### src/sv/mtd_pkg.sv
package mtd_pkg;

  // Fixed width of the sample and median ports.
  localparam int SampleW = 10;

  localparam int DefWindowDepth = 6;
  localparam int DefTrendDepth  = 6;
  localparam int DefSampleBits  = 10;

endpackage

### src/sv/median_trend_detector_core.sv
// Median trend detector. Each item carries one converter sample; the block keeps the
// last WINDOW_DEPTH samples (zeros after reset) and returns, for every item, the upper
// median of that window, together with a trend flag that is set when the newest median
// is not below the median of TREND_DEPTH-1 items earlier and cleared otherwise. The
// comparison starts with item TREND_DEPTH+1 (compared is high from then on); before
// that the flag holds its reset value of zero. The block takes one item per clock
// cycle unless in_stall is raised. The sample is written into the window at
// acceptance, and once the result register is free the rank-select median network
// and the trend compare load it with the result. Stall on the output is absorbed by
// one holding stage, so input stall rises only while a finished result is stalled and
// another item is waiting behind it.
module median_trend_detector_core #(
  parameter int WINDOW_DEPTH = mtd_pkg::DefWindowDepth,
  parameter int TREND_DEPTH  = mtd_pkg::DefTrendDepth,
  parameter int SAMPLE_BITS  = mtd_pkg::DefSampleBits
) (
  input  logic                        clk,
  input  logic                        rst,
  input  logic                        in_valid,
  output logic                        in_stall,
  input  logic [mtd_pkg::SampleW-1:0] sample,
  output logic                        out_valid,
  input  logic                        out_stall,
  output logic [mtd_pkg::SampleW-1:0] median_value,
  output logic                        block_flag,
  output logic                        compared
);

  localparam int StoreW = (SAMPLE_BITS < mtd_pkg::SampleW) ? SAMPLE_BITS : mtd_pkg::SampleW;
  localparam int FillW  = $clog2(TREND_DEPTH + 1);

  logic [StoreW-1:0] window [WINDOW_DEPTH];
  logic [StoreW-1:0] hist   [TREND_DEPTH-1];
  logic [StoreW-1:0] med;
  logic              held;
  logic [FillW-1:0]  fill_count;
  logic              blocked;
  logic              blocked_next;
  logic              out_free;
  logic              advance;
  logic              in_take;
  logic              full;

  assign out_free = !out_valid || !out_stall;
  assign advance  = held && out_free;
  assign in_stall = held && !out_free;
  assign in_take  = in_valid && !in_stall;
  assign full     = (fill_count == FillW'(TREND_DEPTH));

  mtd_median #(
    .WINDOW_DEPTH(WINDOW_DEPTH),
    .STORE_W     (StoreW)
  ) u_median (
    .window(window),
    .median(med)
  );

  // The oldest median still in the ring is the one from TREND_DEPTH-1 items back.
  assign blocked_next = full ? (med >= hist[TREND_DEPTH-2]) : blocked;

  always_ff @(posedge clk) begin
    if (rst) begin
      held       <= 1'b0;
      out_valid  <= 1'b0;
      fill_count <= '0;
      blocked    <= 1'b0;
      for (int k = 0; k < WINDOW_DEPTH; k++) begin
        window[k] <= '0;
      end
    end else begin
      if (in_take) begin
        held <= 1'b1;
        window[0] <= sample[StoreW-1:0];
        for (int k = 1; k < WINDOW_DEPTH; k++) begin
          window[k] <= window[k-1];
        end
      end else if (advance) begin
        held <= 1'b0;
      end
      if (advance) begin
        out_valid <= 1'b1;
        blocked   <= blocked_next;
        if (!full) begin
          fill_count <= fill_count + FillW'(1);
        end
      end else if (!out_stall) begin
        out_valid <= 1'b0;
      end
    end
  end

  always_ff @(posedge clk) begin
    if (advance) begin
      hist[0] <= med;
      for (int k = 1; k < TREND_DEPTH - 1; k++) begin
        hist[k] <= hist[k-1];
      end
      median_value <= mtd_pkg::SampleW'(med);
      block_flag   <= blocked_next;
      compared     <= full;
    end
  end

`ifndef SYNTH
  a_fill_bound: assert property (@(posedge clk) disable iff (rst)
    fill_count <= FillW'(TREND_DEPTH))
    else $error("fill count ran past the trend depth");

  a_flag_holds: assert property (@(posedge clk) disable iff (rst)
    advance && !full |=> $stable(blocked))
    else $error("trend flag changed before the median ring was full");

  a_compared_full: assert property (@(posedge clk) disable iff (rst)
    out_valid && compared |-> full)
    else $error("comparison reported while the ring was not full");

  a_stall_cause: assert property (@(posedge clk) disable iff (rst)
    in_stall |-> held && out_valid && out_stall)
    else $error("input stalled without a waiting item behind a stalled result");

  a_result_loaded: assert property (@(posedge clk) disable iff (rst)
    advance |=> out_valid && !held || out_valid && held)
    else $error("item left the window stage without reaching the result register");
`endif

endmodule

### src/sv/mtd_median.sv
module mtd_median #(
  parameter int WINDOW_DEPTH = mtd_pkg::DefWindowDepth,
  parameter int STORE_W      = mtd_pkg::SampleW
) (
  input  logic [STORE_W-1:0] window [WINDOW_DEPTH],
  output logic [STORE_W-1:0] median
);

  localparam int RankW = $clog2(WINDOW_DEPTH);
  localparam int Mid   = WINDOW_DEPTH / 2;

  // Each entry gets a stable rank: the number of entries that are smaller, or
  // equal and stored at a lower position. The ranks are therefore a permutation,
  // and the entry whose rank is the middle one is the upper median.
  logic [WINDOW_DEPTH-1:0] ahead [WINDOW_DEPTH];
  logic [RankW-1:0]        rank  [WINDOW_DEPTH];
  logic [STORE_W-1:0]      pick  [WINDOW_DEPTH];

  for (genvar i = 0; i < WINDOW_DEPTH; i++) begin : g_rank
    for (genvar j = 0; j < WINDOW_DEPTH; j++) begin : g_cmp
      if (j < i) begin : g_low
        assign ahead[i][j] = (window[j] <= window[i]);
      end else if (j > i) begin : g_high
        assign ahead[i][j] = (window[j] < window[i]);
      end else begin : g_self
        assign ahead[i][j] = 1'b0;
      end
    end
    assign rank[i] = RankW'($countones(ahead[i]));
    assign pick[i] = (rank[i] == RankW'(Mid)) ? window[i] : '0;
  end

  always_comb begin
    median = '0;
    for (int i = 0; i < WINDOW_DEPTH; i++) begin
      median = median | pick[i];
    end
  end

endmodule

### config.mk
export PLATFORM = sky130hd
export DESIGN_NAME = median_trend_detector_core
export DESIGN_NICKNAME = d
export VERILOG_FILES = /design/src/sv/mtd_pkg.sv /design/src/sv/median_trend_detector_core.sv /design/src/sv/mtd_median.sv
export SDC_FILE = /design/constraint.sdc
export NUM_CORES = 1
export LEC_CHECK = 0
export BUFFER_PORTS_ARGS = -buffer_cell sky130_fd_sc_hd__buf_2
export CORE_MARGIN = 2
export CORE_UTILIZATION = 45
export CTS_CLUSTER_SIZE = 40
export DETAILED_ROUTE_END_ITERATION = 8
export GPL_TIMING_DRIVEN = 0
export SYNTH_ARGS = -nofsm -noshare
export SYNTH_HDL_FRONTEND = slang
export SYNTH_SLANG_ARGS = --single-unit
### constraint.sdc
create_clock -name clk -period 12.2 [get_ports clk]
set_input_delay 0 -clock clk [delete_from_list [all_inputs] [get_ports clk]]
set_output_delay 0 -clock clk [all_outputs]
set_load 0.1 [all_outputs]
==> run metrics, run 1 <==
post-synthesis mux area share=0; Max Cap Viol=0; cell count after synthesis=910; Seq/Total Area, Yosys=0.3401; final setup fails=0; residual DRC count=0; worst clock skew=0.01000 ns; IO Count=28; post-synthesis compound-gate area fraction=0.1776; vias per inst=5.600; post-CTS setup buffers=0; Arr. time, crit path=5.62 ns; Critical Path RT=12.36 ns; P per Cell Area=123.3 nW/um^2; placed instance count=1,171; hold_buf cts=21; first-pass GRT wire length=36.83 mm; initial DRC count=440; Critical Path Start Type=register; endpoint class of the critical path=register; Starting Density=0.4562; Simple-Gate Fraction of Synth Area=0.1349; Post-synth top flop=dfxtp_1; fillers=1,742; Worst slew margin=0.4035; ratio of cells with drive above 1 in the final layout=0.09495; critical path fanouts, max=10; Multi-input gate area=5082 um^2; GRT Total Usage=0.2461; xor/xnor share of the synthesized area=0.001033; final period utilization=0.4481; Hold/Removal Path Class=primary input to register; largest net degree at the start of global routing=31; endpoints failing hold=0; initial antenna violation count=0; Post-Syn Area=8476 um^2; # diodes=0; Cell variety after synth=49; Synth-to-Final Area Change=14.35%; adder-cell share of the synthesized area=0.2852; Max VDD drop=0.09873 mV; FF-to-FF Start=window[5]$_SDFFE_PP0P_; CTS Buffer Depth=2; Initial DRT Pass Iterations=5; clock latency on the worst-skew pair=0.40 ns; Hold Path Stages=2; hpwl dp=17.56 mm; die area=19,950 um^2; Worst-path clk slew=0.06 ns; CTS Sinks=118; post-CTS resize count=0; GPL Wtd Cong=0.9259; final worst path period need=5.467 ns; Routed WL=23.99 mm; FF+latch area=2883 um^2; CTS tree=done; Hold Crit Endpoint=window[2]$_SDFFE_PP0P_; outcome=completed; CTS Buf Count=17; Worst Tran Pin Value=0.8925 ns; Placeable Area=18,580 um^2; CTS H-tree depth=4; syn nets=1,110; Chip Width=141.2 um; final cell count without fillers=1,224; row cnt=50; reg2reg end=block_flag$_DFFE_PP_; CTS Root Cell=clkbuf_16; critical path class=register to register; syn avg cell area=9.314 um^2; Reg2Reg Depth=19; Final Max Slew Viols=0; vias=6,855; Peak Freq=182.9 MHz; number of global-route vias before repair=6,543; Synth Register Bits=118; asr flop ratio synth=0; Die H=141.2 um; GRT overflow=0; Synth Warn #=0; LEAKAGE=4.187 nW; Final #Nets=1,177; largest family of logic cells by synthesized area=adder cells; Hold Crit Start=rst; post-route antenna net violation count=0; port buffer count=26; routed len/inst=19.60 um; EDFF count, synth=52; unrepaired setup endpoints after global routing=false; internal reg-to-reg setup slack=6.73 ns; Setup TNS=0 ns
worst max path at each step:
| stage | from | to | slack (ns) | cells past startpoint |
|---|---|---|---|---|
| floorplan | window[15]$_SDFFE_PP0P_ | block_flag$_DFFE_PP_ | 7.63 | 19 |
| global placement | window[35]$_SDFFE_PP0P_ | blocked$_SDFFE_PP0P_ | 6.80 | 19 |
| CTS | window[5]$_SDFFE_PP0P_ | block_flag$_DFFE_PP_ | 6.79 | 20 |
| global route | window[6]$_SDFFE_PP0P_ | block_flag$_DFFE_PP_ | 6.47 | 21 |
| detailed placement | window[35]$_SDFFE_PP0P_ | block_flag$_DFFE_PP_ | 6.82 | 18 |
| finish | window[5]$_SDFFE_PP0P_ | block_flag$_DFFE_PP_ | 6.73 | 19 |
state kept, by name, indices dropped and copies added, names as in the netlist:
register	cells
out_valid	1
hist	41
fill_count	3
median_value	9
compared	1
held	1
block_flag	1
window	60
blocked	1
logic make-up (layout without fill, tap and decap cells):
logic type / after synthesis / count (layout)
simple gates: 249 / 249
xor+xnor: 1 / 1
fa+ha+maj: 186 / 186
buf+inv: 120 / 200
flops: 118 / 118
compound gates: 236 / 236
through the flow:
stage / total power, mW / cell area [um^2] / utilization / setup WS, ns / hold WS, ns
after floorplan: 0.6567 / 8476 / - / 7.631 / 0.1360
after global placement: 0.7265 / 8899 / 0.4789 / 6.803 / 0.2427
after detailed placement: 0.7312 / 8926 / 0.4804 / 6.822 / 0.2462
after CTS: 1.198 / 9692 / 0.5216 / 6.788 / 0.1230
after global routing: 1.256 / 9692 / 0.5216 / 6.470 / 0.1447
final: 1.195 / 9692 / 0.5216 / 6.733 / 0.1512
placed cells by master, fill, tap and decap left out, drive strengths merged, types with 14 or more instances in the layout:
| cell | n |
|---|---|
| o21ai | 25 |
| dfxtp | 66 |
| o21a | 14 |
| nand3 | 22 |
| nor2 | 24 |
| inv | 94 |
| a22oi | 30 |
| dlygate4sd3 | 21 |
| a21o | 23 |
| ha | 174 |
| a21oi | 106 |
| nand2 | 143 |
| nand4 | 19 |
| buf | 50 |
| edfxtp | 52 |
| clkbuf | 23 |
cell type report:
class                      instances  share of cell area
inverter                          91             0.03524
sequential                       118              0.2974
tap                              234             0.03021
multi-input combinational        672              0.5244
buffer                            29             0.01820
clock buffer                      17             0.04389
timing repair buffer              48             0.03718
clock inverter                    15             0.01343
worst max-delay path, cell delays in order, from the launching register on:
cell and delay [ns]:
dfxtp_1 0.61, inv_1 0.14, ha_1 0.34, a211oi_1 0.23, nor2_1 0.10, a2111oi_4 0.34, a21oi_1 0.14, ha_1 0.30
inv_1 0.05, fa_1 0.43, fa_1 0.45, nor3b_2 0.62, a22oi_1 0.19, and3_4 0.24, ha_1 0.29, nand2b_1 0.14
a21oi_1 0.15, o221ai_1 0.14, a21oi_1 0.22, nor2_1 0.06
routing by layer:
layer	share of wire	track usage	vias to the layer above
met3	0.061	0.04042	50
met1	0.46	0.3416	3196
met2	0.45	0.3853	189
met5	0	0	-
li1	-	-	3420
met4	0.032	0.09474	0
where the power goes:
group,internal [mW],switching (mW)
logic,0.100,0.186
registers,0.430,0.0161
clock network,0.280,0.182
Yosys cell counts (2+ instances only):
cell         n  area share
a21oi_1    106       0.063
fa_1        12       0.028
nor4_1       2      0.0015
o21a_1      14       0.012
and3_1       5      0.0037
nand2_1    143       0.063
nor3_1      11      0.0065
o211ai_1     2      0.0018
nand3_1     22       0.013
nand2b_1     5      0.0037
buf_2        6      0.0035
nor2_2       2      0.0015
o21ai_0     25       0.015
a22oi_1     30       0.027
o21bai_1     3      0.0027
a211oi_1    11      0.0097
inv_1       91       0.040
a221oi_1     2      0.0021
nand4_1     19       0.014
buf_4       16       0.014
nor2_1      22      0.0097
a21o_1      22       0.019
and3_4       2      0.0027
o32ai_1      2      0.0021
clkbuf_1     6      0.0027
nor3b_2      3      0.0044
edfxtp_1    52        0.18
nor2b_1      9      0.0066
dfxtp_1     66        0.16
o22ai_1      3      0.0022
ha_1       174        0.26
o31ai_1      4      0.0035
a2111oi_4    2      0.0065
Power figures use the tool's default switching activity.
==> inputs of run 2 (changes only) <==
- clock period: 12.2 -> 5.55 ns (I/O delays scaled with it)
==> run metrics, run 2 (synthesis gave the netlist of run 1 again) <==
Final #Nets=1,177; CP peak stage delay=0.63 ns; Peak Freq=183.9 MHz; Starting Density=0.4562; final cell count without fillers=1,224; leading cell type in the layout, fill and taps excluded=ha_1; vias per inst=5.627; Hold Path Stages=2; commonest non-fill, non-tap cells in the layout=174 x ha_1, 143 x nand2_1, 106 x a21oi_1; GRT Total Usage=0.2461; Reg2Reg Depth=19; max FFs per register=60; worst clock skew=0.01216 ns; routed len/inst=19.59 um; CTS tree=done; Initial DRT Pass Iterations=5; initial DRC count=389; largest net degree at the start of global routing=31; Regs by FF count=window x60, hist x41, median_value x9; Final Max Slew Viols=0; critical path class=register to register; Hold/Removal Path Class=primary input to register; fillers=1,743; Die H=141.2 um; Worst slew margin=0.4051; Worst-path clk slew=0.06 ns; Synth-to-Final Area Change=14.63%; final worst path period need=5.438 ns; Placeable Area=18,580 um^2; CTS Buf Count=17; GRT overflow=0; endpoints failing hold=0; CTS Buffer Depth=2; Chip Width=141.2 um; Slowest cell on crit path=dfxtp_1; endpoint class of the critical path=register; DP Area=8926 um^2; placed instance count=1,171; ratio of cells with drive above 1 in the final layout=0.09697; Max VDD drop=0.2166 mV; IO Count=28; Arr. time, crit path=5.59 ns; CTS H-tree depth=4; critical path fanouts, max=10; LEAKAGE=4.195 nW; clock latency on the worst-skew pair=0.41 ns; worst hold slack=0.1467 ns; Total Power=2.670 mW; CTS Sinks=118; GPL Wtd Cong=0.9259; Worst Tran Pin Value=0.8901 ns; Largest Register=window; vias=6,887; residual DRC count=0; Final Cell Area=9716 um^2; P per Cell Area=274.8 nW/um^2; Max Cap Viol=0; # diodes=0; port buffer count=26; first-pass GRT wire length=36.83 mm; Critical Path Start Type=register; CTS Root Cell=clkbuf_16; initial antenna violation count=0; final setup fails=0; die area=19,950 um^2; outcome=completed; internal reg-to-reg setup slack=0.11 ns; row cnt=50; hpwl dp=17.56 mm; Critical Path RT=5.71 ns; post-route antenna net violation count=0; final period utilization=0.9798; number of global-route vias before repair=6,543; Setup TNS=0 ns; crit-path cells=inv_1 > ha_1 > and4_4 > a221o_1 > a21oi_1 > o21ai_0 > ha_1 > fa_1 > fa_1 > nand2_1 > nor2_2 > a22oi_1 > and3_4 > ha_1 > nand2b_1 > a21oi_1 > o221ai_1 > a21oi_1 > nor2_1; Routed WL=23.97 mm
-- run 2: stage by stage --
| stage | worst slack (ns) | util |
|---|---|---|
| 2_1_floorplan | 0.9807 | - |
| 3_3_place_gp | 0.1528 | 0.4789 |
| 3_5_place_dp | 0.1715 | 0.4804 |
| 4_1_cts | 0.1375 | 0.5216 |
| 5_1_grt | -0.0005280 | 0.5229 |
| 6_report | 0.1120 | 0.5229 |
-- run 2: metal layers --
layer | share of wire | vias up | wire, um | global-route usage
met5 | 0 | - | 0 | 0
met3 | 0.061 | 52 | 1464 | 0.04042
met2 | 0.44 | 193 | 10640 | 0.3853
li1 | - | 3416 | - | -
met4 | 0.035 | 0 | 850 | 0.09474
met1 | 0.46 | 3226 | 11020 | 0.3416
-- run 2: layout make-up --
cell class              instances  area [um^2]  share of cell area
plain buffers                  29        176.4             0.01816
clock buffers                  17        425.4             0.04379
clock inverters                15        130.1             0.01339
inverters                      91        341.6             0.03516
multi-input cells             672         5106              0.5256
flip-flops and latches        118         2883              0.2967
well taps                     234        292.8             0.03014
repair buffers                 48        360.3             0.03709
-- run 2: what timing repair did --
action	CTS	global route
endpoints found under the hold margin	21	0
endpoints found under the setup margin	0	2
buffers inserted	0	0
resized for setup	0	5
hold buffers	21	0
-- run 2: where the power goes --
part           switching [mW]  leakage, nW  internal [mW]
Sequential             0.0354         1.02          0.945
Clock                   0.400        0.271          0.616
Combinational           0.429         2.90          0.244
Total                   0.865         4.20           1.81
-- run 2: final timing paths --
kind,startpoint,endpoint
setup / recovery,window[54]$_SDFFE_PP0P_,block_flag$_DFFE_PP_
hold / removal,rst,window[2]$_SDFFE_PP0P_
setup reg to reg,window[54]$_SDFFE_PP0P_,block_flag$_DFFE_PP_
hold reg to reg,hist[0][21]$_DFFE_PP_,hist[0][31]$_DFFE_PP_
-- run 2: critical path, delay by kind of cell, from the launching register on --
kind            cells  cell delay, ns
fa+ha+maj           5            1.90
compound gates      7            1.33
simple gates        6            1.14
flops               1            0.63
buf+inv             1            0.19
